--- src/hdl/i2cme_pkg.sv ---
// Shared types and constants for the I2C master byte engine.
package i2cme_pkg;

  localparam int PhaseW     = 4;
  localparam int BitCountW  = 4;
  localparam int DelayW     = 17;
  localparam int CfgW       = 16;
  localparam int AddrW      = 3;
  localparam int DataW      = 32;

  localparam logic [PhaseW-1:0] PH_IDLE    = 4'd0;
  localparam logic [PhaseW-1:0] PH_ST_A    = 4'd1;
  localparam logic [PhaseW-1:0] PH_ST_B    = 4'd2;
  localparam logic [PhaseW-1:0] PH_SP_A    = 4'd3;
  localparam logic [PhaseW-1:0] PH_SP_B    = 4'd4;
  localparam logic [PhaseW-1:0] PH_SP_C    = 4'd5;
  localparam logic [PhaseW-1:0] PH_WR_BIT  = 4'd6;
  localparam logic [PhaseW-1:0] PH_WR_HIGH = 4'd7;
  localparam logic [PhaseW-1:0] PH_WR_LOW  = 4'd8;
  localparam logic [PhaseW-1:0] PH_AK_REL  = 4'd9;
  localparam logic [PhaseW-1:0] PH_AK_HIGH = 4'd10;
  localparam logic [PhaseW-1:0] PH_AK_POLL = 4'd11;
  localparam logic [PhaseW-1:0] PH_RD_LOW  = 4'd12;
  localparam logic [PhaseW-1:0] PH_RD_HIGH = 4'd13;
  localparam logic [PhaseW-1:0] PH_RA_LOW  = 4'd14;
  localparam logic [PhaseW-1:0] PH_RA_HIGH = 4'd15;

  localparam logic [1:0] OP_START = 2'd0;
  localparam logic [1:0] OP_STOP  = 2'd1;
  localparam logic [1:0] OP_WRITE = 2'd2;
  localparam logic [1:0] OP_READ  = 2'd3;

  localparam logic [AddrW-3:0] REG_TICKS = 1'b0;
  localparam logic [AddrW-3:0] REG_LIMIT = 1'b1;

  localparam logic [CfgW-1:0] TICKS_RESET = 16'd72;
  localparam logic [CfgW-1:0] LIMIT_RESET = 16'd250;
  localparam logic [BitCountW-1:0] BITS_PER_BYTE = 4'd8;

  typedef struct packed {
    logic [CfgW-1:0] ticks_per_delay_unit;
    logic [CfgW-1:0] ack_wait_limit;
  } cfg_t;

  typedef struct packed {
    logic [PhaseW-1:0]    phase;
    logic [BitCountW-1:0] bit_count;
    logic [7:0]           shift_byte;
    logic [DelayW-1:0]    delay_count;
    logic [CfgW-1:0]      ack_wait_count;
    logic                 scl;
    logic                 sda;
    logic                 oe;
    logic [7:0]           rd_byte;
    logic                 ack_flag;
    logic                 ack_choice;
  } state_t;

  localparam state_t STATE_RESET = '{
    phase:          PH_IDLE,
    bit_count:      '0,
    shift_byte:     '0,
    delay_count:    '0,
    ack_wait_count: '0,
    scl:            1'b1,
    sda:            1'b1,
    oe:             1'b1,
    rd_byte:        '0,
    ack_flag:       1'b0,
    ack_choice:     1'b0
  };

endpackage

--- src/hdl/i2cme_if.sv ---
// Handshake channels for engine ticks and per-tick results.
interface i2cme_tick_if;
  logic       valid;
  logic       ready;
  logic       cmd_valid;
  logic [1:0] opcode;
  logic [7:0] write_data;
  logic       send_ack;
  logic       sda_in;

  modport source (output valid, cmd_valid, opcode, write_data, send_ack, sda_in,
                  input ready);
  modport sink (input valid, cmd_valid, opcode, write_data, send_ack, sda_in,
                output ready);
endinterface

interface i2cme_res_if;
  logic       valid;
  logic       ready;
  logic       scl_level;
  logic       sda_level;
  logic       sda_drive_enable;
  logic       busy_res;
  logic       done_res;
  logic [7:0] read_data;
  logic       ack_missing;

  modport source (output valid, scl_level, sda_level, sda_drive_enable, busy_res,
                  done_res, read_data, ack_missing, input ready);
  modport sink (input valid, scl_level, sda_level, sda_drive_enable, busy_res,
                done_res, read_data, ack_missing, output ready);
endinterface

--- src/hdl/i2cme_regs.sv ---
// APB configuration registers of the I2C master byte engine.
module i2cme_regs (
  input  logic                          clk,
  input  logic                          rst,
  input  logic                          psel,
  input  logic                          penable,
  input  logic                          pwrite,
  input  logic [i2cme_pkg::AddrW-1:0]   paddr,
  input  logic [i2cme_pkg::DataW-1:0]   pwdata,
  output logic [i2cme_pkg::DataW-1:0]   prdata,
  output logic                          pready,
  output i2cme_pkg::cfg_t               cfg
);

  logic wr_en;
  logic [i2cme_pkg::AddrW-3:0] reg_sel;

  assign pready  = 1'b1;
  assign wr_en   = psel & penable & pwrite;
  assign reg_sel = paddr[i2cme_pkg::AddrW-1:2];

  always_ff @(posedge clk) begin
    if (rst) begin
      cfg.ticks_per_delay_unit <= i2cme_pkg::TICKS_RESET;
      cfg.ack_wait_limit       <= i2cme_pkg::LIMIT_RESET;
    end else if (wr_en) begin
      case (reg_sel)
        i2cme_pkg::REG_TICKS: cfg.ticks_per_delay_unit <= pwdata[i2cme_pkg::CfgW-1:0];
        i2cme_pkg::REG_LIMIT: cfg.ack_wait_limit <= pwdata[i2cme_pkg::CfgW-1:0];
        default: ;
      endcase
    end
  end

  always_comb begin
    case (reg_sel)
      i2cme_pkg::REG_TICKS:
        prdata = {{(i2cme_pkg::DataW-i2cme_pkg::CfgW){1'b0}}, cfg.ticks_per_delay_unit};
      i2cme_pkg::REG_LIMIT:
        prdata = {{(i2cme_pkg::DataW-i2cme_pkg::CfgW){1'b0}}, cfg.ack_wait_limit};
      default:
        prdata = '0;
    endcase
  end

endmodule

--- src/hdl/i2cme_step.sv ---
// Next-state logic for one engine tick: phase sequencing, shifting and ack poll.
module i2cme_step (
  input  i2cme_pkg::state_t cur,
  input  i2cme_pkg::cfg_t   cfg,
  input  logic              cmd_valid,
  input  logic [1:0]        opcode,
  input  logic [7:0]        write_data,
  input  logic              send_ack,
  input  logic              sda_in,
  output i2cme_pkg::state_t nxt,
  output logic              done
);

  logic [i2cme_pkg::DelayW-1:0]    unit_ticks;
  logic [i2cme_pkg::DelayW-1:0]    dc_dec;
  logic [i2cme_pkg::BitCountW-1:0] bc_inc;
  logic [7:0]                      shl;

  function automatic i2cme_pkg::state_t go_to(
    input i2cme_pkg::state_t              s,
    input logic [i2cme_pkg::PhaseW-1:0]   ph,
    input logic                           scl,
    input logic                           sda,
    input logic                           oe,
    input logic [1:0]                     units,
    input logic [i2cme_pkg::DelayW-1:0]   t
  );
    i2cme_pkg::state_t r;
    r       = s;
    r.phase = ph;
    r.scl   = scl;
    r.sda   = oe ? sda : 1'b1;
    r.oe    = oe;
    case (units)
      2'd1:    r.delay_count = t;
      2'd2:    r.delay_count = {t[i2cme_pkg::DelayW-2:0], 1'b0};
      default: r.delay_count = '0;
    endcase
    return r;
  endfunction

  assign unit_ticks = (cfg.ticks_per_delay_unit == '0) ? i2cme_pkg::DelayW'(1)
                    : i2cme_pkg::DelayW'(cfg.ticks_per_delay_unit);
  assign dc_dec = (cur.delay_count != '0) ? cur.delay_count - 1'b1 : '0;
  assign bc_inc = cur.bit_count + 1'b1;
  assign shl    = {cur.shift_byte[6:0], 1'b0};

  always_comb begin
    nxt  = cur;
    done = 1'b0;
    if (cur.phase == i2cme_pkg::PH_IDLE) begin
      if (cmd_valid) begin
        case (opcode)
          i2cme_pkg::OP_START:
            nxt = go_to(cur, i2cme_pkg::PH_ST_A, 1'b1, 1'b1, 1'b1, 2'd2, unit_ticks);
          i2cme_pkg::OP_STOP:
            nxt = go_to(cur, i2cme_pkg::PH_SP_A, 1'b0, 1'b0, 1'b1, 2'd2, unit_ticks);
          i2cme_pkg::OP_WRITE: begin
            nxt = go_to(cur, i2cme_pkg::PH_WR_BIT, 1'b0, write_data[7], 1'b1, 2'd1,
                        unit_ticks);
            nxt.ack_flag   = 1'b0;
            nxt.shift_byte = write_data;
            nxt.bit_count  = '0;
          end
          default: begin
            nxt = go_to(cur, i2cme_pkg::PH_RD_LOW, 1'b0, 1'b1, 1'b0, 2'd1, unit_ticks);
            nxt.ack_choice = send_ack;
            nxt.shift_byte = '0;
            nxt.bit_count  = '0;
          end
        endcase
      end
    end else if (cur.phase == i2cme_pkg::PH_AK_POLL) begin
      if (!sda_in) begin
        nxt  = go_to(cur, i2cme_pkg::PH_IDLE, 1'b0, 1'b1, 1'b0, 2'd0, unit_ticks);
        done = 1'b1;
      end else if (cur.ack_wait_count >= cfg.ack_wait_limit) begin
        nxt = go_to(cur, i2cme_pkg::PH_SP_A, 1'b0, 1'b0, 1'b1, 2'd2, unit_ticks);
        nxt.ack_flag = 1'b1;
      end else begin
        nxt.ack_wait_count = cur.ack_wait_count + 1'b1;
      end
    end else begin
      nxt.delay_count = dc_dec;
      if (dc_dec == '0) begin
        case (cur.phase)
          i2cme_pkg::PH_ST_A:
            nxt = go_to(cur, i2cme_pkg::PH_ST_B, 1'b1, 1'b0, 1'b1, 2'd2, unit_ticks);
          i2cme_pkg::PH_ST_B: begin
            nxt  = go_to(cur, i2cme_pkg::PH_IDLE, 1'b0, 1'b0, 1'b1, 2'd0, unit_ticks);
            done = 1'b1;
          end
          i2cme_pkg::PH_SP_A:
            nxt = go_to(cur, i2cme_pkg::PH_SP_B, 1'b1, 1'b0, 1'b1, 2'd2, unit_ticks);
          i2cme_pkg::PH_SP_B:
            nxt = go_to(cur, i2cme_pkg::PH_SP_C, 1'b1, 1'b1, 1'b1, 2'd2, unit_ticks);
          i2cme_pkg::PH_SP_C: begin
            nxt  = go_to(cur, i2cme_pkg::PH_IDLE, 1'b1, 1'b1, 1'b1, 2'd0, unit_ticks);
            done = 1'b1;
          end
          i2cme_pkg::PH_WR_BIT:
            nxt = go_to(cur, i2cme_pkg::PH_WR_HIGH, 1'b1, cur.sda, 1'b1, 2'd1, unit_ticks);
          i2cme_pkg::PH_WR_HIGH:
            nxt = go_to(cur, i2cme_pkg::PH_WR_LOW, 1'b0, cur.sda, 1'b1, 2'd1, unit_ticks);
          i2cme_pkg::PH_WR_LOW: begin
            if (bc_inc >= i2cme_pkg::BITS_PER_BYTE)
              nxt = go_to(cur, i2cme_pkg::PH_AK_REL, 1'b0, 1'b1, 1'b0, 2'd1, unit_ticks);
            else
              nxt = go_to(cur, i2cme_pkg::PH_WR_BIT, 1'b0, shl[7], 1'b1, 2'd1, unit_ticks);
            nxt.shift_byte = shl;
            nxt.bit_count  = bc_inc;
          end
          i2cme_pkg::PH_AK_REL:
            nxt = go_to(cur, i2cme_pkg::PH_AK_HIGH, 1'b1, 1'b1, 1'b0, 2'd1, unit_ticks);
          i2cme_pkg::PH_AK_HIGH: begin
            nxt = go_to(cur, i2cme_pkg::PH_AK_POLL, 1'b1, 1'b1, 1'b0, 2'd0, unit_ticks);
            nxt.ack_wait_count = '0;
          end
          i2cme_pkg::PH_RD_LOW:
            nxt = go_to(cur, i2cme_pkg::PH_RD_HIGH, 1'b1, 1'b1, 1'b0, 2'd1, unit_ticks);
          i2cme_pkg::PH_RD_HIGH: begin
            if (bc_inc >= i2cme_pkg::BITS_PER_BYTE)
              nxt = go_to(cur, i2cme_pkg::PH_RA_LOW, 1'b0, ~cur.ack_choice, 1'b1, 2'd2,
                          unit_ticks);
            else
              nxt = go_to(cur, i2cme_pkg::PH_RD_LOW, 1'b0, 1'b1, 1'b0, 2'd1, unit_ticks);
            nxt.shift_byte = {cur.shift_byte[6:0], sda_in};
            nxt.bit_count  = bc_inc;
          end
          i2cme_pkg::PH_RA_LOW:
            nxt = go_to(cur, i2cme_pkg::PH_RA_HIGH, 1'b1, cur.sda, 1'b1, 2'd2, unit_ticks);
          i2cme_pkg::PH_RA_HIGH: begin
            nxt = go_to(cur, i2cme_pkg::PH_IDLE, 1'b0, cur.sda, 1'b1, 2'd0, unit_ticks);
            nxt.rd_byte = cur.shift_byte;
            done = 1'b1;
          end
          default:
            nxt = go_to(cur, i2cme_pkg::PH_IDLE, cur.scl, cur.sda, cur.oe, 2'd0, unit_ticks);
        endcase
      end
    end
  end

endmodule

--- src/hdl/i2c_master_byte_engine.sv ---
// I2C master byte engine top level: engine state, result register and APB port.
// Each transfer on tick is one bus-engine clock tick and yields one transfer on
// result, from the result register, with the SCL/SDA levels, busy, done, read byte and
// the missing-acknowledge flag after that tick. One tick is taken every cycle:
// the phase, bit and delay counters update in a single pass of logic between
// the engine state register and the result register, and tick stalls only
// while a result waits on result.ready. Phase lengths are whole delay units of
// ticks_per_delay_unit ticks (0 acts as 1); the acknowledge poll tolerates
// ack_wait_limit high samples before a stop is issued and ack_missing is set.
module i2c_master_byte_engine (
  input  logic                          clk,
  input  logic                          rst,
  i2cme_tick_if.sink                    tick,
  i2cme_res_if.source                   result,
  input  logic                          psel,
  input  logic                          penable,
  input  logic                          pwrite,
  input  logic [i2cme_pkg::AddrW-1:0]   paddr,
  input  logic [i2cme_pkg::DataW-1:0]   pwdata,
  output logic [i2cme_pkg::DataW-1:0]   prdata,
  output logic                          pready
);

  i2cme_pkg::cfg_t   cfg;
  i2cme_pkg::state_t state;
  i2cme_pkg::state_t state_next;
  logic              done_next;
  logic              tick_xfer;

  i2cme_regs u_regs (
    .clk     (clk),
    .rst     (rst),
    .psel    (psel),
    .penable (penable),
    .pwrite  (pwrite),
    .paddr   (paddr),
    .pwdata  (pwdata),
    .prdata  (prdata),
    .pready  (pready),
    .cfg     (cfg)
  );

  i2cme_step u_step (
    .cur        (state),
    .cfg        (cfg),
    .cmd_valid  (tick.cmd_valid),
    .opcode     (tick.opcode),
    .write_data (tick.write_data),
    .send_ack   (tick.send_ack),
    .sda_in     (tick.sda_in),
    .nxt        (state_next),
    .done       (done_next)
  );

  assign tick.ready = ~result.valid | result.ready;
  assign tick_xfer  = tick.valid & tick.ready;

  always_ff @(posedge clk) begin
    if (rst) begin
      state        <= i2cme_pkg::STATE_RESET;
      result.valid <= 1'b0;
    end else if (tick_xfer) begin
      state        <= state_next;
      result.valid <= 1'b1;
    end else if (result.ready) begin
      result.valid <= 1'b0;
    end
  end

  always_ff @(posedge clk) begin
    if (tick_xfer) begin
      result.scl_level        <= state_next.scl;
      result.sda_level        <= state_next.sda;
      result.sda_drive_enable <= state_next.oe;
      result.busy_res         <= (state_next.phase != i2cme_pkg::PH_IDLE);
      result.done_res         <= done_next;
      result.read_data        <= state_next.rd_byte;
      result.ack_missing      <= state_next.ack_flag;
    end
  end

  a_done_not_busy: assert property (@(posedge clk) disable iff (rst)
    result.valid && result.done_res |-> !result.busy_res)
    else $error("done reported while still busy");

  a_poll_released: assert property (@(posedge clk) disable iff (rst)
    state.phase == i2cme_pkg::PH_AK_POLL |-> !state.oe && state.scl)
    else $error("SDA driven or SCL low during acknowledge poll");

  a_bit_count_range: assert property (@(posedge clk) disable iff (rst)
    state.bit_count <= i2cme_pkg::BITS_PER_BYTE)
    else $error("bit counter beyond one byte");

  a_idle_holds: assert property (@(posedge clk) disable iff (rst)
    tick_xfer && state.phase == i2cme_pkg::PH_IDLE && !tick.cmd_valid
    |=> state.phase == i2cme_pkg::PH_IDLE)
    else $error("engine left idle without a command");

  a_stall_holds_state: assert property (@(posedge clk) disable iff (rst)
    !tick_xfer |=> $stable(state))
    else $error("engine state moved without a tick transfer");

endmodule

--- src/flat_wrapper.sv ---
// flat-port wrapper written by rule: the top's interface ports become plain ports
module i2c_master_byte_engine_flat 
  (clk, rst, psel, penable, pwrite, paddr, pwdata, prdata, pready, tick_valid, tick_cmd_valid, tick_opcode, tick_write_data, tick_send_ack, tick_sda_in, tick_ready, result_valid, result_scl_level, result_sda_level, result_sda_drive_enable, result_busy_res, result_done_res, result_read_data, result_ack_missing, result_ready);
  i2cme_tick_if tick_i ();
  i2cme_res_if result_i ();
  input  logic clk;
  input  logic rst;
  input  logic psel;
  input  logic penable;
  input  logic pwrite;
  input  logic [i2cme_pkg::AddrW-1:0] paddr;
  input  logic [i2cme_pkg::DataW-1:0] pwdata;
  output logic [i2cme_pkg::DataW-1:0] prdata;
  output logic pready;
  input wire logic [$bits(tick_i.valid)-1:0] tick_valid;
  input wire logic [$bits(tick_i.cmd_valid)-1:0] tick_cmd_valid;
  input wire logic [$bits(tick_i.opcode)-1:0] tick_opcode;
  input wire logic [$bits(tick_i.write_data)-1:0] tick_write_data;
  input wire logic [$bits(tick_i.send_ack)-1:0] tick_send_ack;
  input wire logic [$bits(tick_i.sda_in)-1:0] tick_sda_in;
  output wire logic [$bits(tick_i.ready)-1:0] tick_ready;
  output wire logic [$bits(result_i.valid)-1:0] result_valid;
  output wire logic [$bits(result_i.scl_level)-1:0] result_scl_level;
  output wire logic [$bits(result_i.sda_level)-1:0] result_sda_level;
  output wire logic [$bits(result_i.sda_drive_enable)-1:0] result_sda_drive_enable;
  output wire logic [$bits(result_i.busy_res)-1:0] result_busy_res;
  output wire logic [$bits(result_i.done_res)-1:0] result_done_res;
  output wire logic [$bits(result_i.read_data)-1:0] result_read_data;
  output wire logic [$bits(result_i.ack_missing)-1:0] result_ack_missing;
  input wire logic [$bits(result_i.ready)-1:0] result_ready;
  assign tick_i.valid = tick_valid;
  assign tick_i.cmd_valid = tick_cmd_valid;
  assign tick_i.opcode = tick_opcode;
  assign tick_i.write_data = tick_write_data;
  assign tick_i.send_ack = tick_send_ack;
  assign tick_i.sda_in = tick_sda_in;
  assign tick_ready = tick_i.ready;
  assign result_valid = result_i.valid;
  assign result_scl_level = result_i.scl_level;
  assign result_sda_level = result_i.sda_level;
  assign result_sda_drive_enable = result_i.sda_drive_enable;
  assign result_busy_res = result_i.busy_res;
  assign result_done_res = result_i.done_res;
  assign result_read_data = result_i.read_data;
  assign result_ack_missing = result_i.ack_missing;
  assign result_i.ready = result_ready;
  i2c_master_byte_engine u_core (.clk(clk), .rst(rst), .tick(tick_i), .result(result_i), .psel(psel), .penable(penable), .pwrite(pwrite), .paddr(paddr), .pwdata(pwdata), .prdata(prdata), .pready(pready));
endmodule
--- config.mk ---
export PLATFORM = sky130hd
export DESIGN_NAME = i2c_master_byte_engine_flat
export DESIGN_NICKNAME = d
export VERILOG_FILES = /design/src/hdl/i2cme_pkg.sv /design/src/hdl/i2cme_if.sv /design/src/hdl/i2cme_regs.sv /design/src/hdl/i2cme_step.sv /design/src/hdl/i2c_master_byte_engine.sv /design/src/flat_wrapper.sv
export SDC_FILE = /design/constraint.sdc
export NUM_CORES = 1
export LEC_CHECK = 0
export BUFFER_PORTS_ARGS = -buffer_cell sky130_fd_sc_hd__buf_2
export CORE_MARGIN = 2
export CORE_UTILIZATION = 60
export DETAILED_ROUTE_END_ITERATION = 7
export PLACE_DENSITY_LB_ADDON = 0.3
export SLEW_MARGIN = 25
export SYNTH_ARGS = -nofsm -noshare
export SYNTH_HDL_FRONTEND = slang
export SYNTH_SLANG_ARGS = --single-unit
export TNS_END_PERCENT = 1
--- constraint.sdc ---
create_clock -name clk -period 4.3 [get_ports clk]
set_input_delay 0.215 -clock clk [delete_from_list [all_inputs] [get_ports clk]]
set_output_delay 0.215 -clock clk [all_outputs]
set_load 0.02 [all_outputs]
==> results.toml, run 1 <==
[clock_network]
htreeDepth = 3
clk_latency_ps = 360
cts_tree = "built"
path_clk_slew_ps = 80
cts_root_buf = "clkbuf_16"
clk_path_buf_depth = 2
clock-sinks = 109
post_cts_resized = 0
cts.hold.buffers_added = 0
post-cts-setup-buffer-count = 0
numCtsBuffers = 9

[power]
finalPower_mw = 2.61
power_density_nw_per_um2 = 352
peakVddDrop_v = 0.000256
leakagePower_nw = 2.79

[placement]
port_buffers = 68
dp_hpwl_um = 13400
gp_congestion = 0.953

[logic_synthesis]
synth-edff-count = 14
synth_top_area_frac = 0.281
yosysTopAreaCell = "dfxtp_1"
async_flop_share = 0
seq_area_frac_synth = 0.343
synthCells = 858
syn_area_um2 = 6780
yosys_warnings = 0
yosys-top-cells-area = "dfxtp_1 (28%), nand2_1 (7.5%), edfxtp_1 (6.2%)"
synthFlopType = "dfxtp_1"
ys_ff_latch = 109
ys_types = 72
avgSynthCellArea_um2 = 7.90

[final_layout]
layout_commonest_cell = "nand2_1"
layout-drive-gt1-share = 0.139
syn_to_final_growth_pct = 9.45
diodes = 0
final_cell_mix = "nand2_1 (135), dfxtp_1 (95), a21oi_1 (80)"
nNetsFinal = 977

[die]
die-width_um = 110
start_util = 0.620
core_area_um2 = 10900
pin_count = 104
rows = 38
dieHeight_um = 110
die_area_um2 = 12200

[worst_setup_path]
startpoint_type = "register"
slowest_delay_ps = 700
critical_path_arrival_ps = 3570
crit_chain = "inv_1 -> ha_1 -> xnor2_1 -> nand3_1 -> or3_4 -> nor4_1 -> o2111ai_2 -> nor2_1 -> a311oi_1"
worstSetupPathType = "reg2reg"
critPathTopFamily = "simple AND/OR/NAND/NOR gates"
path_buf_inv = 1
required_ps = 4500
end_kind = "register"
crit_slowest_cell = "nor2_1"
critPathMaxFanout = 12

[timing]
fin_skew_ps = 10.2
finalMaxSlewViolations = 0
finalHoldViolCount = 0
hold_ws_ps = 102
period_minus_slack_ps = 3370
rsz0062_at_grt = "false"
fin_setup_tns_ps = 0
finalSetupViolCount = 0
relSlewSlack = 0.324
worst_pin_slew_ps = 1000
fin_crit_sh = 0.785
fmax_mhz = 296

[global_routing]
grtUsageTotal = 0.322
grt_overflow = 0
grt_antenna_before_repair = 0
grt_max_degree = 69
grt_pass1_vias = 6154
grt_pass1_wl_um = 30800

[routing]
wirelength_um = 19000
drtAntennaViolNets = 0
vias = 6861
first_pass_iters = 5
via_per_inst = 6.57
drc_errors = 0
drt_iter0_drc = 718
wl_per_cell_um = 18.2

[min_path]
hp-class = "in2reg"

[run_status]
run_status = "finished, final reports clean"

[job]
cap_violations = 0
power breakdown:
| group | switching, mW | internal (mW) | leakage, nW | total (mW) |
|---|---|---|---|---|
| Combinational | 0.385 | 0.205 | 1.73 | 0.590 |
| Sequential | 0.0642 | 1.08 | 0.910 | 1.15 |
| Clock | 0.404 | 0.468 | 0.152 | 0.872 |
metrics by stage:
stage                     setup slack [ps]   util  cells  instance area (µm²)
final                                  926  0.678   1044                 7420
after global routing                   690  0.678   1044                 7420
after CTS                              988  0.678   1044                 7420
after detailed placement              1010  0.650   1028                 7100
after global placement                1100  0.650   1028                 7100
after floorplan                       1500      -    873                 6830
logic make-up after synthesis:
group | Yosys count | synth area share
compound gates | 275 | 0.268
xor+xnor | 15 | 0.0205
fa+ha+maj | 23 | 0.0425
buf+inv | 94 | 0.0650
flops | 109 | 0.343
mux | 24 | 0.0406
other cells | 2 | 0.00111
simple gates | 316 | 0.220
state kept, by name (all words and copies together), names as in the netlist:
register,cells
u_core.state,62
u_core.u_regs.cfg,32
u_core.result.read_data,8
u_core.result.ack_missing,1
u_core.result.busy_res,1
u_core.result.done_res,1
u_core.result.scl_level,1
u_core.result.sda_drive_enable,1
u_core.result.sda_level,1
u_core.result.valid,1
final timing paths:
check / start / end / slack [ps] / cells after the start
setup / recovery: u_core.state[29] / u_core.state[28] / 930 / 9
hold / removal: pwdata[2] / u_core.u_regs.cfg[2] / 100 / 3
setup reg to reg: u_core.state[29] / u_core.state[28] / 930 / 9
hold reg to reg: u_core.state[8] / u_core.state[8] / 480 / 2
synth_stat cells (16+ instances only):
| cell | instances |
|---|---|
| buf_4 | 20 |
| a21oi_1 | 80 |
| dfxtp_1 | 95 |
| nand3_1 | 29 |
| clkbuf_1 | 34 |
| nor2_1 | 63 |
| ha_1 | 23 |
| o211ai_1 | 16 |
| nor3_1 | 16 |
| o21ai_0 | 51 |
| inv_1 | 30 |
| mux2_2 | 16 |
| a211oi_1 | 22 |
| nand2_1 | 135 |
metal layers:
layer  wire length (µm)  up-vias  track usage
met5                  0        -            0
met4                468        0        0.129
met3               1750       41       0.0470
met2               8620      381        0.491
met1               8120     3227        0.457
li1                   -     3212            -
final cells by class:
| type | instances | area [µm²] |
|---|---|---|
| Clock buffer | 12 | 278 |
| Clock inverter | 4 | 36.3 |
| Fill cell | 912 | 3520 |
| Inverter | 30 | 113 |
| Multi-Input combinational cell | 670 | 4070 |
| Sequential cell | 109 | 2320 |
| Tap cell | 140 | 175 |
| Timing Repair Buffer | 79 | 423 |
tightest hold or removal path, stage by stage:
cell and delay (ps):
buf_2 110, nand2_1 50, a21oi_1 50
Note: power is estimated with default switching activity, not from simulation.
==> inputs of run 2 (changes only) <==
--- a/config.mk
+++ b/config.mk
@@ -7,7 +7,7 @@
 export LEC_CHECK = 0
 export BUFFER_PORTS_ARGS = -buffer_cell sky130_fd_sc_hd__buf_2
 export CORE_MARGIN = 2
-export CORE_UTILIZATION = 60
+export CORE_UTILIZATION = 52
 export DETAILED_ROUTE_END_ITERATION = 7
 export PLACE_DENSITY_LB_ADDON = 0.3
 export SLEW_MARGIN = 25
==> constraint.sdc (replaced) <==
create_clock -name clk -period 3 [get_ports clk]
set_input_delay 0.15 -clock clk [delete_from_list [all_inputs] [get_ports clk]]
set_output_delay 0.15 -clock clk [all_outputs]
set_load 0.02 [all_outputs]
==> results.toml, run 2 (synthesis gave the netlist of run 1 again) <==
[final_layout]
reg.largest.list = "u_core.state: 62 flops, u_core.u_regs.cfg: 32 flops, u_core.result.read_data: 8 flops"
layout-drive-gt1-share = 0.180
instances_no_fill = 1112
syn_to_final_growth_pct = 14.6
layout_commonest_cell = "nand2_1"
final_cell_mix = "nand2_1 (135), dfxtp_1 (95), a21oi_1 (80)"
diodes = 0
largest_register_ffs = 62
top_register = "u_core.state"
nNetsFinal = 1013

[timing]
fmax_mhz = 346
finalMaxSlewViolations = 0
worst_pin_slew_ps = 1010
fin_crit_sh = 0.964
period_minus_slack_ps = 2890
post-route-worst-setup-slack_ps = 109
fin_skew_ps = 8.39
finalSetupViolCount = 0
relSlewSlack = 0.325
finalHoldViolCount = 0

[min_path]
min_from = "pwdata[11]"
holdPathStages = 3
hp-class = "in2reg"
min_to = "u_core.u_regs.cfg[27]"

[power]
p_clk_frac = 0.317
p_int_mw = 2.53
leakagePower_nw = 2.98
netSwitchingPower_mw = 1.23
comb_power_share = 0.251
peakVddDrop_v = 0.000343
p_seq_frac = 0.432
power_density_nw_per_um2 = 485
swShare = 0.328

[routing]
drtAntennaViolNets = 0
vias = 6752
first_pass_iters = 7
wl_per_cell_um = 17.1
drt_iter0_drc = 843
drc_errors = 0
wirelength_um = 19000
via_per_inst = 6.07

[worst_setup_path]
reg2reg_to = "u_core.result.busy_res"
r2r-start = "u_core.state[32]"
cp-startpoint = "u_core.state[32]"
critical_path_arrival_ps = 2970
critPathMaxFanout = 6
rr_worst_depth = 8
worstSetupPathType = "reg2reg"
end_kind = "register"
startpoint_type = "register"
required_ps = 3080
rrSetupSlack_ps = 110

[clock_network]
clock-sinks = 109
cts.hold.buffers_added = 0
htreeDepth = 3
numCtsBuffers = 9
clk_latency_ps = 360
cts_root_buf = "clkbuf_16"
clk_path_buf_depth = 2
cts_tree = "built"
post-cts-setup-buffer-count = 0
path_clk_slew_ps = 80

[job]
cap_violations = 0

[global_routing]
grt_pass1_wl_um = 30400
grtUsageTotal = 0.265
grt_overflow = 0
grt_pass1_vias = 5974
grt_max_degree = 69
grt_antenna_before_repair = 0

[die]
die-width_um = 118
start_util = 0.535
dieHeight_um = 118
pin_count = 104
die_area_um2 = 14000
rows = 41
core_area_um2 = 12700

[placement]
dp_hpwl_um = 13400
placed_cells = 1095
preCtsSetupSlack_ps = -25.3
gp_congestion = 0.965
port_buffers = 68

[run_status]
run_status = "finished, final reports clean"
[run 2: critical path, cell delays in order (launching register included)]
cell	delay, ps
dfxtp_1	370
or4_4	540
nor3_2	260
xor2_2	110
buf_4	160
o41a_1	540
o41ai_2	320
a211o_1	190
nand4_1	110
[run 2: final cells by class]
class / count / area [µm²]
Tap cell: 172 / 215
Multi-Input combinational cell: 670 / 4110
Sequential cell: 109 / 2320
Timing Repair Buffer: 115 / 713
Fill cell: 1199 / 4910
Clock inverter: 5 / 40.0
Inverter: 30 / 113
Clock buffer: 11 / 253
[run 2: stage by stage]
step                       util  instance area, µm²  total power, mW  TNS (ps)  hold slack [ps]
after CTS                 0.609                7720             3.73         0             28.4
final                     0.613                7760             3.77         0             32.1
after detailed placement  0.586                7420             2.56      -107              389
after floorplan               -                6830             2.28         0              274
after global routing      0.613                7760             3.91     -41.5             42.5
after global placement    0.586                7420             2.55         0              389
[run 2: layer usage]
| layer | global-route usage | wire length [µm] | up-vias |
|---|---|---|---|
| li1 | - | - | 3270 |
| met1 | 0.380 | 8380 | 3104 |
| met2 | 0.412 | 8710 | 356 |
| met3 | 0.0463 | 1640 | 22 |
| met4 | 0.0693 | 244 | 0 |
| met5 | 0 | 0 | - |
[run 2: timing repair]
action,4_1_cts,5_1_grt
pin swaps,0,3
resized for setup,1,8
cloned,0,1
setup endpoints to repair,7,38
[run 2: worst max-delay path by stage]
stage                            endpoint  slack [ps]  depth (start not counted)
2_1_floorplan  u_core.result.read_data[0]         200                          9
3_3_place_gp   u_core.result.read_data[5]          60                          8
3_5_place_dp   u_core.result.read_data[2]         -30                          8
4_1_cts            u_core.result.busy_res          50                         10
5_1_grt            u_core.result.busy_res         -10                          8
6_report           u_core.result.busy_res         110                          8
[run 2: power groups by stage]
stage,Combinational (mW),Clock (mW),Sequential [mW]
after floorplan,0.618,0,1.66
after global placement,0.895,0,1.66
after detailed placement,0.902,0,1.66
after CTS,0.910,1.20,1.62
after global routing,1.03,1.25,1.64
final,0.944,1.20,1.63
==> inputs of run 3 (changes only) <==
--- a/config.mk
+++ b/config.mk
@@ -6,8 +6,9 @@
 export NUM_CORES = 1
 export LEC_CHECK = 0
 export BUFFER_PORTS_ARGS = -buffer_cell sky130_fd_sc_hd__buf_2
-export CORE_MARGIN = 2
+export CORE_MARGIN = 1.5
 export CORE_UTILIZATION = 52
+export CTS_CLUSTER_DIAMETER = 30
 export DETAILED_ROUTE_END_ITERATION = 7
 export PLACE_DENSITY_LB_ADDON = 0.3
 export SLEW_MARGIN = 25
==> results.toml, run 3 (synthesis gave the netlist of run 1 again) <==
[global_routing]
grt_pass1_wl_um = 29800
grt_pass1_vias = 5881
grtUsageTotal = 0.278
grt_antenna_before_repair = 0
grt_max_degree = 69
grt_overflow = 0

[job]
cap_violations = 0

[clock_network]
numCtsBuffers = 9
path_clk_slew_ps = 70
clock-sinks = 109
htreeDepth = 3
cts_tree = "built"
clk_latency_ps = 360
cts.hold.buffers_added = 0
clk_path_buf_depth = 2
cts_root_buf = "clkbuf_16"

[routing]
drc_errors = 0
wl_per_cell_um = 17.1
drt_iter0_drc = 488
wirelength_um = 19000
drtAntennaViolNets = 0
first_pass_iters = 7
vias = 6645
via_per_inst = 5.98

[die]
start_util = 0.535
die_area_um2 = 13700
pin_count = 104
core_area_um2 = 12700
dieHeight_um = 117
die-width_um = 117
rows = 41

[timing]
worst_pin_slew_ps = 991
relSlewSlack = 0.338
period_minus_slack_ps = 2860
fin_crit_sh = 0.954
finalHoldViolCount = 0
fmax_mhz = 349
fin_setup_tns_ps = 0
hold_ws_ps = 24.7
fin_skew_ps = 9.78
finalSetupViolCount = 0
finalMaxSlewViolations = 0

[final_layout]
top_register = "u_core.state"
reg.largest.list = "u_core.state: 62 flops, u_core.u_regs.cfg: 32 flops, u_core.result.read_data: 8 flops"
instances_no_fill = 1112
layout-drive-gt1-share = 0.180
syn_to_final_growth_pct = 14.8
nNetsFinal = 1013
final_cell_mix = "nand2_1 (135), dfxtp_1 (93), a21oi_1 (80)"
diodes = 0
layout_commonest_cell = "nand2_1"
n_fill_cell = 1186
largest_register_ffs = 62

[worst_setup_path]
end_kind = "register"
slowest_delay_ps = 590
rr_worst_depth = 7
cp-endpoint = "u_core.result.busy_res"
reg2reg_to = "u_core.result.busy_res"
cp-startpoint = "u_core.state[29]"
required_ps = 3060
critPathMaxFanout = 7
crit_chain = "or4_4 -> nor3_4 -> xor2_2 -> o41a_1 -> o41ai_2 -> a211o_1 -> nand4_1"
critical_path_arrival_ps = 2930
crit_cells = 7
critPathTopFamily = "compound AO/OA/AOI/OAI gates"
r2r-start = "u_core.state[29]"
path_buf_inv = 0
crit_slowest_cell = "o41a_1"
worstSetupPathType = "reg2reg"
startpoint_type = "register"
rrSetupSlack_ps = 140

[run_status]
run_status = "finished, final reports clean"

[min_path]
min_from = "pwdata[6]"
hp-class = "in2reg"
holdPathStages = 3

[power]
peakVddDrop_v = 0.000296
power_density_nw_per_um2 = 488
leakagePower_nw = 2.98

[placement]
dp_hpwl_um = 13500
gp_congestion = 0.969
placed_cells = 1093
port_buffers = 68
==> run 3: cell types whose count changed in the layout (fill, tap and decap cells not counted), moves of 2 or more <==
cell,before,now
clkbuf_8,2,0
clkbuf_1,0,2
inv_6,2,0
buf_4,44,46
dfxtp_1,95,93
dfxtp_2,0,2
==> run 3: layer usage <==
metal	up-vias	wire, µm	global-route usage
met5	-	0	0
met3	23	1420	0.0458
met4	0	249	0.103
li1	3270	-	-
met2	279	8850	0.434
met1	3073	8490	0.388
==> run 3: worst min path at each step <==
stage | end | slack, ps
6_report | u_core.u_regs.cfg[22] | 20
4_1_cts | u_core.u_regs.cfg[22] | 20
3_3_place_gp | u_core.u_regs.cfg[19] | 390
2_1_floorplan | u_core.u_regs.cfg[19] | 270
3_5_place_dp | u_core.u_regs.cfg[22] | 390
5_1_grt | u_core.u_regs.cfg[6] | 30
==> run 3: final cells by class <==
cell class	count	area, µm²	area share
timing repair buffer	115	706	0.0907
tap	172	215	0.0277
inverter	30	113	0.0145
clock buffer	11	233	0.0299
clock inverter	5	60.1	0.00772
multi-input combinational	670	4130	0.531
sequential	109	2320	0.299
==> run 3: where the power goes <==
part           internal, mW  switching [mW]
combinational         0.373           0.569
sequential             1.55          0.0877
clock                 0.652           0.565
total                  2.58            1.22
==> run 3: stage by stage <==
| step | utilization | cell area [µm²] | setup WS, ps | power (mW) |
|---|---|---|---|---|
| 2_1_floorplan | - | 6830 | 195 | 2.28 |
| 3_3_place_gp | 0.584 | 7400 | 63.8 | 2.54 |
| 3_5_place_dp | 0.584 | 7400 | 27.5 | 2.55 |
| 4_1_cts | 0.607 | 7700 | 2.28 | 3.75 |
| 5_1_grt | 0.614 | 7780 | -9.53 | 3.95 |
| 6_report | 0.614 | 7780 | 137 | 3.80 |
==> run 3: timing repair <==
action / in CTS / in global routing
setup endpoints to repair: 0 / 36
resized for setup: 0 / 13
buffers inserted: 0 / 3
==> run 3: worst register-to-register path, stage by stage (launching register included) <==
cell,delay (ps)
dfxtp_2,350
or4_4,560
nor3_4,220
xor2_2,150
o41a_1,590
o41ai_2,370
a211o_1,200
nand4_1,140
